**src/rtl/drd_pkg.sv**
```systemverilog
// ----------------------------------------------------------------------------
// drd_pkg
// Shared types and constants of the directional ray dilation block.
// ----------------------------------------------------------------------------
package drd_pkg;

  localparam int DEF_MAX_ROWS   = 64;
  localparam int DEF_MAX_COLS   = 64;
  localparam int DEF_REACH_BITS = 6;

  localparam int CELL_W      = 32;
  localparam int CNT_W       = 7;
  localparam int REACH_REG_W = 4 * DEF_REACH_BITS;
  localparam int IDX_W       = 6;
  localparam int CFG_IDX_W   = 3;
  localparam int CFG_DATA_W  = (REACH_REG_W > CELL_W) ? REACH_REG_W : CELL_W;

  localparam logic [CNT_W-1:0] ROW_COUNT_RST = 7'd64;
  localparam logic [CNT_W-1:0] COL_COUNT_RST = 7'd64;

  localparam logic CMD_WRITE = 1'b0;
  localparam logic CMD_READ  = 1'b1;

  typedef enum logic [CFG_IDX_W-1:0] {
    REG_ROW_COUNT        = 3'd0,
    REG_COL_COUNT        = 3'd1,
    REG_MATCH_VALUE      = 3'd2,
    REG_STRAIGHT_REACHES = 3'd3,
    REG_DIAGONAL_REACHES = 3'd4
  } cfg_reg_t;

  typedef struct packed {
    logic [CNT_W-1:0]        row_count;
    logic [CNT_W-1:0]        col_count;
    logic [CELL_W-1:0]       match_value;
    logic [REACH_REG_W-1:0]  straight_reaches;
    logic [REACH_REG_W-1:0]  diagonal_reaches;
  } cfg_t;

  typedef struct packed {
    logic [CELL_W-1:0] value;
    logic              oor;
  } result_t;

endpackage

```
**src/rtl/drd_cfg.sv**
```systemverilog
// ----------------------------------------------------------------------------
// drd_cfg
// Configuration registers, written through a plain write port.
// ----------------------------------------------------------------------------
module drd_cfg
  import drd_pkg::*;
(
  input  logic                  clk,
  input  logic                  rst,
  input  logic                  we,
  input  logic [CFG_IDX_W-1:0]  index,
  input  logic [CFG_DATA_W-1:0] data,
  output cfg_t                  cfg
);

  always_ff @(posedge clk) begin
    if (rst) begin
      cfg.row_count        <= ROW_COUNT_RST;
      cfg.col_count        <= COL_COUNT_RST;
      cfg.match_value      <= '0;
      cfg.straight_reaches <= '0;
      cfg.diagonal_reaches <= '0;
    end else if (we) begin
      unique case (index)
        REG_ROW_COUNT:        cfg.row_count        <= data[CNT_W-1:0];
        REG_COL_COUNT:        cfg.col_count        <= data[CNT_W-1:0];
        REG_MATCH_VALUE:      cfg.match_value      <= data[CELL_W-1:0];
        REG_STRAIGHT_REACHES: cfg.straight_reaches <= data[REACH_REG_W-1:0];
        REG_DIAGONAL_REACHES: cfg.diagonal_reaches <= data[REACH_REG_W-1:0];
        default: ;
      endcase
    end
  end

endmodule

```
**config.mk**
```make
export PLATFORM = sky130hd
export DESIGN_NAME = drd_cfg
export DESIGN_NICKNAME = d
export VERILOG_FILES = /design/src/rtl/drd_pkg.sv /design/src/rtl/drd_cfg.sv
export SDC_FILE = /design/constraint.sdc
export NUM_CORES = 1
export LEC_CHECK = 0
export BUFFER_PORTS_ARGS = -buffer_cell sky130_fd_sc_hd__buf_2
export CAP_MARGIN = 15
export CORE_MARGIN = 4
export CORE_UTILIZATION = 50
export CTS_CLUSTER_SIZE = 10
export DETAILED_ROUTE_END_ITERATION = 10
export PLACE_DENSITY = 0.82
export REMOVE_ABC_BUFFERS = 1
export SLEW_MARGIN = 15
export SYNTH_ARGS = -nofsm -noshare
export SYNTH_HDL_FRONTEND = slang
export SYNTH_SLANG_ARGS = --single-unit
```
**constraint.sdc**
```tcl
create_clock -name clk -period 1.4 [get_ports clk]
set_clock_uncertainty 0.15 [all_clocks]
set_input_delay 0 -clock clk [delete_from_list [all_inputs] [get_ports clk]]
set_output_delay 0 -clock clk [all_outputs]
set_load 0.005 [all_outputs]
```
After elaboration in Yosys (flattened, before gate mapping):

Index checks and enable logic that the tools add are counted.

* register bits: 94
* word-level logic and storage cells: 15

* reduce and logical (&&, ||, !) cells: 6
* eq/ne operators: 4

Operators with widths (number)
* $reduce_and 2->1: 5
* $eq 3x2->1 const B: 2
* $eq 3x1->1 const B: 1
* $eq 3x3->1 const B: 1
* $logic_not 3->1: 1

Logic depth before layout (Yosys ltp):

* word-level depth: 2
* gate-level depth with buffers: 5
* depth with buffers taken out: 2

Worst setup path after synthesis:

No wires, ideal clock.

* path type: input -> register
* start: in index[0]
* end: reg cfg[87] (netlist bit)
* stages: 3
* setup slack: 0.359 ns
* setup time: 0.122 ns
* data arrival time: 0.769 ns
* data required time: 1.128 ns
* path through: or4b_4 > buf_6 > mux2i_1

* longest elaborated chain between the ends: 2

Ends and longest elaborated chain
* start, declared: RTL line drd_cfg.sv:11 `input logic [CFG_IDX_W-1:0] index,`
* $logic_not 3->1: RTL line drd_cfg.sv:24 `unique case (index)`
* $reduce_and 2->1 (no source line)
* end, declared: RTL line drd_cfg.sv:13 `output cfg_t cfg`

No other way between the ends.
A chain may end at the register's enable or synchronous reset.

Worst setup path in the final report:

* start: in index[1]
* end: reg cfg[88] (netlist bit)

Same word-level chain as after synthesis.

==> impl_metrics.csv <==
group,metric,value,unit
run_status,status,"finished, final reports clean",
timing,hold_viol_final,0,
setup_path,critPathLaunchType,"input pin",
grt,gr-total-overflow,0,
detailed_routing,drc,0,
min_path,hp-class,"input pin to flip-flop",
synth,yosysWarnings,0,
synth,synth_commonest_cells,"nand2b_1, dfxtp_1, mux2i_1",
cts,cts.clk_slew.worst_paths,0.08,ns
grt,grt_max_degree,66,
synth,synth_area_leader_cell,"dfxtp_1",
synth,synthFlopType,"dfxtp_1",
timing,max_freq,0.722,GHz
final_layout,areaGrowthSynthToFinish,35.9,%
pwr,power,5.02,mW
detailed_routing,wl,8650,um
placed_design,io_buffers,131,
synth,synth_edf_count,0,
grt,grt_pass1_vias,2968,
floorplanning,die_w,95.3,um
synth,synth_area_leaders,"dfxtp_1, mux2i_1, nand2b_1, clkbuf_1, buf_4",
pwr,p_leak,2.62,nW
grt,grt_use_total,19.8,%
final_layout,n_antenna_cell,0,
pwr,p_sw_share,23.4,%
synth,syn-instance-count,347,
pwr,ir_worst_vdd,0.680,mV
detailed_routing,vias_per_cell,4.76,
cts,cts_made_buffers,9,
timing,fin_ws,0.0156,ns
final_layout,top_regs,"cfg (94)",
setup_path,crit_fanout,7,
synth,synth-seq-cells,94,
detailed_routing,dr.pass1.iters,4,
detailed_routing,ant_nets,0,
setup_path,critPathRequiredTime,1.48,ns
floorplanning,die_area,0.00909,sq mm
flow_run,drv_cap,0,
pwr,pwr-share-clk,35.3,%
timing,grt_setup_unrepaired,"no",
timing,setup_viol,0,
cts,clkSinkCount,94,
setup_path,path_class,"input pin to flip-flop",
cts,tritoncts,"yes",
floorplanning,pin_count,132,
pwr,combPwrFrac,9.7,%
final_layout,largest_register_ffs,94,
detailed_routing,post_drt_wl_per_cell,14.1,um
timing,worstMarginPinSlew,0.472,ns
final_layout,drive_above_1_share,31.1,%
placed_design,place_ws,0.210,ns
cts,clk_latency,0.35,ns
final_layout,largest-register,"cfg",
detailed_routing,num_vias,2919,
setup_path,critPathArrivalTime,1.47,ns
synth,netlist.area_leader.share,49.3,%
final_layout,fin_nets,547,
cts,htree_num_levels,3,
cts,cts_root_buffer,"clkbuf_8",
timing,fin_crit_sh,98.9,%
pwr,p_per_area,969,mW/mm^2
setup_path,cp-end-kind,"flip-flop",
synth,synth_area,0.00381,sq mm
floorplanning,fp.coreArea,0.00733,sq mm
synth,avgSynthCellArea,11.0,sq um
cts,postCtsSetupBuffers,0,
placed_design,hpwl,5600,um
synth,synth-seq-area-share,49.3,%
timing,fin_crit,1.38,ns
synth,ys_types,12,
final_layout,finalInstanceArea,0.00518,sq mm
grt,grt_pass1_wl,13900,um
grt,antenna_found_initial,0,
timing,drv_slew,0,
floorplanning,fp.dieH,95.3,um
detailed_routing,drtIter0Drc,72,
floorplanning,initial_core_util,52.0,%
pwr,p_int,3.85,mW
synth,yosysMostFrequentCell,"nand2b_1",
cts,clock_path_buffers,2,
pwr,seq_power_share,55.0,%
placed_design,place_congestion,0.746,
synth,async_flop_share,0,%
pwr,power.switching,1.17,mW
timing,relSlewSlack,68.6,%
placed_design,dpl_cell_area,0.00455,sq mm
floorplanning,num_rows,31,
==> final timing paths <==
| check | start | end | slack [ns] | depth (start not counted) |
|---|---|---|---|---|
| min | rst | cfg[86]$_SDFFE_PP1P_ | 0.04 | 4 |
| max | index[1] | cfg[88]$_SDFFE_PP0P_ | 0.02 | 4 |
| max reg2reg | cfg[88]$_SDFFE_PP0P_ | cfg[88]$_SDFFE_PP0P_ | 0.08 | 3 |
| min reg2reg | cfg[57]$_SDFFE_PP0P_ | cfg[57]$_SDFFE_PP0P_ | 0.32 | 2 |
==> critical path: stages <==
cell,delay (ns)
buf_2,0.13
or4b_4,0.62
mux2i_1,0.15
dlygate4sd3_1,0.57
==> logic make-up (layout without fill, tap and decap cells) <==
| group | after synthesis | after routing | share of synthesized area (%) |
|---|---|---|---|
| buf+inv | 26 | 193 | 3.51 |
| flops | 94 | 94 | 49.3 |
| mux | 94 | 94 | 24.7 |
| simple gates | 133 | 133 | 22.5 |
==> repair_timing <==
action	CTS	global route
hold buffers	41	0
endpoints found under the setup margin	0	6
resized for setup	0	5
hold endpoints to repair	94	0
==> metrics by stage <==
stage | setup TNS, ns | utilization, % | cells | hold slack [ns]
floorplan | -14.68 | - | 321 | 0.00469
global placement | 0 | 62.1 | 556 | 0.110
detailed placement | 0 | 62.1 | 556 | 0.120
CTS | 0 | 70.4 | 613 | 0.0244
global route | 0 | 70.7 | 613 | 0.0946
finish | 0 | 70.7 | 613 | 0.0405
==> placed cells by master, fill, tap and decap left out, drive strengths merged, types with 2 or more instances in the layout <==
cell type,instances
and4bb,2
dfxtp,94
mux2i,94
clkinvlp,2
nand2b,124
inv,2
buf,136
clkbuf,9
clkinv,2
dlygate4sd3,40
nand4bb,2
nor2,3
==> metal layers <==
metal / track usage [%] / wire length (um)
met5: 0 / 0
met3: 7.58 / 904
met1: 23.6 / 3600
met2: 32.8 / 4090
met4: 6.13 / 61
==> layout make-up <==
type | instances | area [sq um]
Clock buffer | 9 | 124
Fill cell | 562 | 2150
Sequential cell | 94 | 1880
Clock inverter | 7 | 72.6
Multi-Input combinational cell | 227 | 1820
Timing Repair Buffer | 177 | 1160
Tap cell | 99 | 124
==> power by group through the flow <==
stage / registers, mW / logic [mW] / clock network, mW
CTS: 2.76 / 0.482 / 1.83
global placement: 2.82 / 0.394 / 0
global route: 2.77 / 0.536 / 1.92
finish: 2.76 / 0.488 / 1.77
floorplan: 2.83 / 0.196 / 0
detailed placement: 2.82 / 0.406 / 0
No activity file was read; power rests on OpenSTA's default activity.
