[src/rtl/drd_pkg.sv]
// ----------------------------------------------------------------------------
// drd_pkg
// Shared types and constants of the directional ray dilation block.
// ----------------------------------------------------------------------------
package drd_pkg;

  localparam int DEF_MAX_ROWS   = 64;
  localparam int DEF_MAX_COLS   = 64;
  localparam int DEF_REACH_BITS = 6;

  localparam int CELL_W      = 32;
  localparam int CNT_W       = 7;
  localparam int REACH_REG_W = 4 * DEF_REACH_BITS;
  localparam int IDX_W       = 6;
  localparam int CFG_IDX_W   = 3;
  localparam int CFG_DATA_W  = (REACH_REG_W > CELL_W) ? REACH_REG_W : CELL_W;

  localparam logic [CNT_W-1:0] ROW_COUNT_RST = 7'd64;
  localparam logic [CNT_W-1:0] COL_COUNT_RST = 7'd64;

  localparam logic CMD_WRITE = 1'b0;
  localparam logic CMD_READ  = 1'b1;

  typedef enum logic [CFG_IDX_W-1:0] {
    REG_ROW_COUNT        = 3'd0,
    REG_COL_COUNT        = 3'd1,
    REG_MATCH_VALUE      = 3'd2,
    REG_STRAIGHT_REACHES = 3'd3,
    REG_DIAGONAL_REACHES = 3'd4
  } cfg_reg_t;

  typedef struct packed {
    logic [CNT_W-1:0]        row_count;
    logic [CNT_W-1:0]        col_count;
    logic [CELL_W-1:0]       match_value;
    logic [REACH_REG_W-1:0]  straight_reaches;
    logic [REACH_REG_W-1:0]  diagonal_reaches;
  } cfg_t;

  typedef struct packed {
    logic [CELL_W-1:0] value;
    logic              oor;
  } result_t;

endpackage

[src/rtl/drd_walker.sv]
// ----------------------------------------------------------------------------
// drd_walker
// Request sequencer: stores writes, walks the eight rays of a read through
// the cell store one cell per cycle along a ray, checking each returned cell.
// ----------------------------------------------------------------------------
module drd_walker
  import drd_pkg::*;
#(
  parameter int MAX_ROWS   = DEF_MAX_ROWS,
  parameter int MAX_COLS   = DEF_MAX_COLS,
  localparam int DEPTH     = MAX_ROWS * MAX_COLS,
  localparam int AW        = (DEPTH > 1) ? $clog2(DEPTH) : 1
) (
  input  logic              clk,
  input  logic              rst,
  input  cfg_t              cfg,
  input  logic              in_valid,
  output logic              in_ready,
  input  logic              in_cmd,
  input  logic [IDX_W-1:0]  in_row,
  input  logic [IDX_W-1:0]  in_col,
  input  logic [CELL_W-1:0] in_cell,
  output logic              mem_we,
  output logic              mem_re,
  output logic [AW-1:0]     mem_addr,
  output logic [CELL_W-1:0] mem_wdata,
  input  logic [CELL_W-1:0] mem_rdata,
  output logic              res_valid,
  input  logic              res_take,
  output result_t           result
);

  localparam int REACH_BITS = DEF_REACH_BITS;
  localparam int RW  = (MAX_ROWS > 1) ? $clog2(MAX_ROWS) : 1;
  localparam int CLW = (MAX_COLS > 1) ? $clog2(MAX_COLS) : 1;
  localparam int RCW = $clog2(MAX_ROWS + 1);
  localparam int CCW = $clog2(MAX_COLS + 1);
  localparam int PW  = 4 * REACH_BITS;

  typedef enum logic [3:0] {
    S_IDLE  = 4'b0001,
    S_WALK  = 4'b0010,
    S_DRAIN = 4'b0100,
    S_DONE  = 4'b1000
  } state_t;

  typedef enum logic [2:0] {
    RAY_LEFT       = 3'd0,
    RAY_RIGHT      = 3'd1,
    RAY_UP         = 3'd2,
    RAY_DOWN       = 3'd3,
    RAY_LEFT_UP    = 3'd4,
    RAY_RIGHT_UP   = 3'd5,
    RAY_LEFT_DOWN  = 3'd6,
    RAY_RIGHT_DOWN = 3'd7
  } ray_t;

  function automatic logic [REACH_BITS-1:0] reach_sel(
    input logic [2:0]             r,
    input logic [REACH_REG_W-1:0] st,
    input logic [REACH_REG_W-1:0] dg
  );
    logic [PW-1:0] pk;
    pk = r[2] ? PW'(dg) : PW'(st);
    return pk[r[1:0]*REACH_BITS +: REACH_BITS];
  endfunction

  function automatic logic [AW-1:0] addr_of(
    input logic [RW-1:0]  r,
    input logic [CLW-1:0] c
  );
    return AW'(int'(r) * MAX_COLS + int'(c));
  endfunction

  state_t                state;
  ray_t                  ray;
  logic [REACH_BITS-1:0] rem;
  logic [RW-1:0]         pr;
  logic [CLW-1:0]        pc;
  logic [RW-1:0]         org_r;
  logic [CLW-1:0]        org_c;
  logic                  rd_pend;
  logic                  first;
  logic [CELL_W-1:0]     center;

  logic [RCW-1:0] nr;
  logic [CCW-1:0] nc;
  logic           in_range;
  logic           accept;
  logic           row_inc, row_dec, col_inc, col_dec;
  logic           row_ok, col_ok, can_step, hit_now;
  logic [RW-1:0]  step_r;
  logic [CLW-1:0] step_c;
  ray_t           ray_nxt;

  assign nr = (int'(cfg.row_count) > MAX_ROWS) ? RCW'(MAX_ROWS) : RCW'(cfg.row_count);
  assign nc = (int'(cfg.col_count) > MAX_COLS) ? CCW'(MAX_COLS) : CCW'(cfg.col_count);
  assign in_range = (int'(in_row) < int'(nr)) && (int'(in_col) < int'(nc));

  assign in_ready  = (state == S_IDLE);
  assign accept    = in_valid && in_ready;
  assign res_valid = (state == S_DONE);
  assign hit_now   = rd_pend && (mem_rdata == cfg.match_value);
  assign ray_nxt   = ray_t'(ray + 3'd1);

  always_comb begin
    row_inc = 1'b0;
    row_dec = 1'b0;
    col_inc = 1'b0;
    col_dec = 1'b0;
    unique case (ray)
      RAY_LEFT:       col_inc = 1'b1;
      RAY_RIGHT:      col_dec = 1'b1;
      RAY_UP:         row_inc = 1'b1;
      RAY_DOWN:       row_dec = 1'b1;
      RAY_LEFT_UP:    begin row_inc = 1'b1; col_inc = 1'b1; end
      RAY_RIGHT_UP:   begin row_inc = 1'b1; col_dec = 1'b1; end
      RAY_LEFT_DOWN:  begin row_dec = 1'b1; col_inc = 1'b1; end
      RAY_RIGHT_DOWN: begin row_dec = 1'b1; col_dec = 1'b1; end
      default: ;
    endcase
  end

  always_comb begin
    row_ok = 1'b1;
    col_ok = 1'b1;
    step_r = pr;
    step_c = pc;
    if (row_inc) begin
      row_ok = (int'(pr) + 1) < int'(nr);
      step_r = RW'(pr + 1'b1);
    end else if (row_dec) begin
      row_ok = (pr != '0);
      step_r = RW'(pr - 1'b1);
    end
    if (col_inc) begin
      col_ok = (int'(pc) + 1) < int'(nc);
      step_c = CLW'(pc + 1'b1);
    end else if (col_dec) begin
      col_ok = (pc != '0);
      step_c = CLW'(pc - 1'b1);
    end
  end

  assign can_step = (rem != '0) && row_ok && col_ok;

  always_comb begin
    mem_wdata = in_cell;
    mem_we    = 1'b0;
    mem_re    = 1'b0;
    mem_addr  = addr_of(step_r, step_c);
    if (state == S_IDLE) begin
      mem_addr = addr_of(RW'(in_row), CLW'(in_col));
      mem_we   = accept && (in_cmd == CMD_WRITE) && in_range;
      mem_re   = accept && (in_cmd == CMD_READ) && in_range;
    end else if (state == S_WALK) begin
      mem_re = can_step && !hit_now;
    end
  end

  always_ff @(posedge clk) begin
    if (rst) begin
      state   <= S_IDLE;
      rd_pend <= 1'b0;
    end else begin
      rd_pend <= mem_re;
      unique case (state)
        S_IDLE: begin
          if (accept && (in_cmd == CMD_READ)) begin
            state <= in_range ? S_WALK : S_DONE;
          end
        end
        S_WALK: begin
          if (hit_now) begin
            state <= S_DONE;
          end else if (!can_step && (ray == RAY_RIGHT_DOWN)) begin
            state <= S_DRAIN;
          end
        end
        S_DRAIN: state <= S_DONE;
        S_DONE: begin
          if (res_take) begin
            state <= S_IDLE;
          end
        end
        default: state <= S_IDLE;
      endcase
    end
  end

  always_ff @(posedge clk) begin
    unique case (state)
      S_IDLE: begin
        org_r        <= RW'(in_row);
        org_c        <= CLW'(in_col);
        pr           <= RW'(in_row);
        pc           <= CLW'(in_col);
        ray          <= RAY_LEFT;
        rem          <= reach_sel(RAY_LEFT, cfg.straight_reaches, cfg.diagonal_reaches);
        first        <= 1'b1;
        result.value <= '0;
        result.oor   <= !in_range;
      end
      S_WALK: begin
        if (first) begin
          center <= mem_rdata;
          first  <= 1'b0;
        end
        if (hit_now) begin
          result.value <= cfg.match_value;
        end else if (can_step) begin
          pr  <= step_r;
          pc  <= step_c;
          rem <= REACH_BITS'(rem - 1'b1);
        end else begin
          ray <= ray_nxt;
          pr  <= org_r;
          pc  <= org_c;
          rem <= reach_sel(ray_nxt, cfg.straight_reaches, cfg.diagonal_reaches);
        end
      end
      S_DRAIN: result.value <= hit_now ? cfg.match_value : center;
      S_DONE: ;
      default: ;
    endcase
  end

`ifndef SYNTHESIS
  a_port_excl: assert property (@(posedge clk) disable iff (rst) !(mem_we && mem_re))
    else $error("store read and write in the same cycle");
  a_pend_src: assert property (@(posedge clk) disable iff (rst) rd_pend |-> $past(mem_re))
    else $error("read data flagged without an issued read");
  a_oor_zero: assert property (@(posedge clk) disable iff (rst)
      (state == S_DONE && result.oor) |-> (result.value == '0))
    else $error("out of range result carries a nonzero cell");
`endif

endmodule

[config.mk]
export PLATFORM = sky130hd
export DESIGN_NAME = drd_walker
export DESIGN_NICKNAME = d
export VERILOG_FILES = /design/src/rtl/drd_pkg.sv /design/src/rtl/drd_walker.sv
export SDC_FILE = /design/constraint.sdc
export NUM_CORES = 1
export LEC_CHECK = 0
export ABC_CLOCK_PERIOD_IN_PS = 5100
export BUFFER_PORTS_ARGS = -buffer_cell sky130_fd_sc_hd__buf_4
export CAP_MARGIN = 5
export CORE_ASPECT_RATIO = 1.75
export CORE_UTILIZATION = 50
export DETAILED_ROUTE_END_ITERATION = 8
export GPL_ROUTABILITY_DRIVEN = 0
export PLACE_DENSITY = 0.8
export RECOVER_POWER = 25
export SLEW_MARGIN = 5
export SYNTH_ARGS = -nofsm -noshare
export SYNTH_HDL_FRONTEND = slang
export SYNTH_SLANG_ARGS = --single-unit
[constraint.sdc]
create_clock -name clk -period 5.1 [get_ports clk]
set_input_delay 1.53 -clock clk [delete_from_list [all_inputs] [get_ports clk]]
set_output_delay 1.53 -clock clk [all_outputs]
set_load 0.02 [all_outputs]
Word level (Yosys, flattened, before mapping)
Cells that the tools add are included. W data, S select, Z words.

Add/sub/neg operators: 10. Multipliers: 1. Order comparisons: 6. Equality and inequality tests: 18. Shift operators: 1. Multiplexer cells: 41. Bitwise gates (word level): 1. Reduce and logical (&&, ||, !) cells: 29.

Operator list (number): $pmux W32 S3 (1); $mux W32 (2); $mux W6 (10); $pmux W6 S2 (3); $eq A32 B32 Y1 (1); $add A12 B6 Y12 (2); $mux W24 (1); $shiftx A24 B6 Y6 (1); $mux W4 (5); $reduce_bool A6 Y1 (3); $sub A6 B1 Y6 const B (3); $pmux W4 S4 (1); $add A6 B1 Y7 const B (2); $gt A7 B7 Y1 const B (2); $lt A6 B7 Y1 (2); $lt A7 B7 Y1 (2); $mux W7 (2); $add A6 B1 Y6 const B (2); $eq A3 B3 Y1 const B (4); $mux W12 (1); $reduce_or A3 Y1 (4); $logic_and A1 B1 Y1 (11); $mux W1 (11); $eq A3 B2 Y1 const B (2); other kinds (20) (29).

Flip-flop bits (word level): 104. Bits of input ports: 175. Output and inout bits: 81. Logic and storage cells: 119.

Depth between registers and ports, before layout
Depth in word-level cells: 12. Mapped depth: 12. Mapped depth without buffers: 10.

Worst setup path before layout
OpenSTA, ideal clock, no wires.

Path kind: input port to output port. Start point: input port cfg[86] (netlist name). End point: output port mem_re. Data arrival time: 3.517 ns. Required time: 3.570 ns. Path slack: 0.053 ns. Stages on the path: 9. Path buffers: 1. Cell sequence: inv_1 nand2_1 ha_1 nor4bb_1 o21bai_1 a221oi_4 o211ai_4 clkbuf_1 o31ai_1.

Word-level cells in the longest chain between the ends: 8. Elaborated cells on any way between the ends: 11. Classes of those cells: 3 x order compare; 4 x mux; 4 x reduce/logical.

Ends and longest elaborated chain: from (decl) (line drd_walker.sv:16) `input cfg_t cfg,`; $gt A7 B7 Y1 (line drd_walker.sv:97) `assign nc = (int'(cfg.col_count) > MAX_COLS) ? CCW'(MAX_COLS) : CCW'(cfg.col_count);`; $mux W7 (*) (line drd_walker.sv:97); $lt A7 B7 Y1 (line drd_walker.sv:137) `col_ok = (int'(pc) + 1) < int'(nc);`; $mux W1 (line drd_walker.sv:136) `if (col_inc) begin`; $logic_and A1 B1 Y1 (line drd_walker.sv:145) `assign can_step = (rem != '0) && row_ok && col_ok;`; $logic_and A1 B1 Y1 (line drd_walker.sv:157) `mem_re = can_step && !hit_now;`; $mux W1 (line drd_walker.sv:156) `end else if (state == S_WALK) begin`; $mux W1 (*) (line drd_walker.sv:152) `if (state == S_IDLE) begin`; to (decl) (line drd_walker.sv:24) `output logic mem_re,`.

Every way passes the cells marked *; elsewhere a longest branch is shown, timed or not.

Worst setup path after layout
Ends and elaborated chain as after synthesis.

==> summary.txt <==
Worst hold path
  – Worst Hold Class: register to register

Setup path
  – Worst Setup End Kind: output pin
  – Worst-path fanout max: 4
  – Crit path arrival time: 3.58 ns
  – Setup Crit Path Kind: input port to output pin
  – Worst Path Required: 3.57 ns
  – Startpoint types: input port

Synthesis
  – Synthesized net count: 817
  – Post-synth top flop: edfxtp_1
  – Sequential fraction of the synthesis area: 45.31%
  – Post-synthesis register bit count: 104
  – Synth area leaders: edfxtp_1 44%, ha_1 5.9%, xnor2_1 5.0%, a32o_1 4.9%, mux4_2 4.0%
  – Top-count cell post-synth: edfxtp_1
  – Synth top area share: 43.84%
  – Cell Area, Synth: 6782 um^2
  – Yosys warns: 0
  – Yosys cell types: 65
  – Area leader, netlist: edfxtp_1
  – Cells after Synth: 610
  – Syn avg cell area: 11.12 um^2
  – Asr flop ratio synth: 0%
  – Synth top cells by count: 99 x edfxtp_1, 49 x nand2_1, 39 x xnor2_1, 33 x a32o_1, 33 x buf_4
  – Post-synth EDFFs: 99

Global routing
  – Grt ovf: 0
  – Vias in the first global route: 5943
  – Initial antenna violation count: 0
  – Largest net degree at the start of global routing: 35
  – Global-route wire length before repair: 29950 um
  – Tot GR Track Use: 27.33%

Placed design
  – Placed Cells: 925
  – I/O Buffers: 191
  – Final HPWL DP: 14660 um
  – Cell Area, Placed: 8157 um^2

Detailed routing
  – Vias: 5789
  – DRC viols: 0
  – Avg WL per Cell: 20.46 um
  – Routed WL: 19300 um
  – Iteration-0 DRC Markers: 341
  – Routed vias/inst: 6.139
  – Number of detailed-route iterations in the first pass: 4
  – ANT nets after route: 0

STA
  – Setup violations, final: 1
  – Worst slack on hold paths: 0.5680 ns
  – Peak Freq: 195.7 MHz
  – Setup slack after layout: -0.01110 ns
  – Period utilization: 100.2%
  – Slew HR: -19.42%
  – Slew Limit Fails: 33
  – Final hold vios: 0
  – Worst Skew: 0.009103 ns
  – Slew @ Worst Pin: 1.791 ns
  – Final Critical Period: 5.111 ns

Finish
  – Register Area: 3073 um^2
  – Fill cells: 1144
  – Area grow syn2layout: 23.06%
  – # diodes: 0
  – Cell Count, Final, Fillers Out: 943
  – Multi-input combinational cell area: 3331 um^2
  – Share of cells above drive strength 1: 27.57%
  – Post-route design area: 8346 um^2
  – Nets: 972

Die
  – Die Width: 90.04 um
  – DIE HEIGHT: 156.1 um
  – Core ar.: 13310 um^2
  – Core Rows: 56
  – # IOs: 256
  – Initial Util: 50.94%
  – Die Area: 14050 um^2

Clocking
  – CTS Root Cell: clkbuf_16
  – Clock latency on the worst-skew pair: 0.35 ns
  – Clock Sinks: 104
  – CTS buffer count: 9
  – H-tree Lvls: 3
  – CTS tree: done
  – CTS max path bufs: 2
  – Clk pin slew, worst setup/hold paths: 0.07 ns

Pwr
  – Cell area power density: 288.0 nW/um^2
  – P_leak: 3.203 nW
  – Max VDD drop: 0.0001960 V

Job
  – Max-Cap Viols: 1

Outcome
  – Status: finished, violations left
  – Failing checks: capacitance limit, slew limit, setup timing
[power by group]
part           total (W)  leakage (nW)  switching [W]  internal, W
combinational   0.000697          2.02       0.000396     0.000301
sequential       0.00104          1.05      0.0000397      0.00100
clock           0.000664         0.128       0.000328     0.000336
total            0.00240          3.20       0.000764      0.00164
[worst max-delay path: stages]
cell and delay, ns:
buf_4 0.13, inv_1 0.10, buf_4 0.15, nand2_1 0.09
ha_1 0.28, o21ai_0 0.07, o21bai_1 0.21, a41oi_2 0.16
o22ai_2 0.31, nand2b_4 0.20, o31ai_2 0.07, buf_4 0.14
buf_4 0.15
[cells by family (layout without fill, tap and decap cells)]
kind of cell             count (synthesis)  count (layout)  share of synthesized area, %
multiplexers                            16              16                         4.613
adder cells (fa/ha/maj)                 32              32                         5.904
buffers and inverters                   80             239                         6.587
AO/OA/AOI/OAI                          136             136                         16.00
XOR/XNOR                                53              53                         6.845
AND/OR/NAND/NOR                        189             189                         14.74
flip-flops                             104             104                         45.31
[stage by stage]
step / TNS [ns] / total power [W] / setup WS [ns] / util (%)
2_1_floorplan: 0 / 0.001503 / 0.05320 / -
3_5_place_dp: -0.01815 / 0.001749 / -0.01815 / 61.27
3_3_place_gp: 0 / 0.001724 / 0.1969 / 61.27
5_1_grt: -0.06274 / 0.002492 / -0.06274 / 62.69
4_1_cts: 0 / 0.002409 / 0.01909 / 63.40
6_report: -0.01110 / 0.002403 / -0.01110 / 62.69
[state kept, by name (all words and copies together), names as in the netlist]
name,flops
ray,3
rem,6
center,32
pc,6
first,1
result,33
org_c,6
pr,6
state,4
org_r,6
rd_pend,1
[area by class of cell]
type | instances | area share [%]
clock buffer | 9 | 2.699
clock inverter | 6 | 0.6447
inverter | 17 | 0.7646
multi-input combinational | 426 | 39.91
sequential | 104 | 36.82
tap | 174 | 2.609
timing repair buffer | 207 | 16.55
[cell usage in the layout (no fill, tap or decap), drive strengths merged, types with 13 or more instances in the layout]
master	instances
clkbuf	56
nand2	49
nand3	13
inv	19
o21ai	28
nand4	13
ha	32
edfxtp	99
a32o	33
xnor2	39
nor3	26
nor2	27
buf	160
xor2	14
[final timing paths]
kind	start	end	slack, ns	cells past startpoint
worst max register to register	ray[0]	rem[4]	1.60	9
worst max-delay path	cfg[86]	mem_re	-0.01	13
worst min-delay path	center[5]	result[6]	0.57	1
worst min register to register	center[5]	result[6]	0.57	1
[what timing repair did]
item,4_1_cts,5_1_grt
pin swaps,0,7
hold buffers,0,0
resized for setup,1,10
setup buffers,0,3
gates cloned,0,0
setup endpoints to repair,1,1
[routing by layer]
layer | GRT usage (%) | vias to the layer above | part of all wire [%]
li1 | - | 2633 | -
met1 | 28.61 | 2749 | 33
met2 | 51.04 | 351 | 54
met3 | 6.043 | 56 | 8.0
met4 | 13.52 | 0 | 4.2
met5 | 0 | - | 0
No activity file was read; power rests on OpenSTA's default activity.
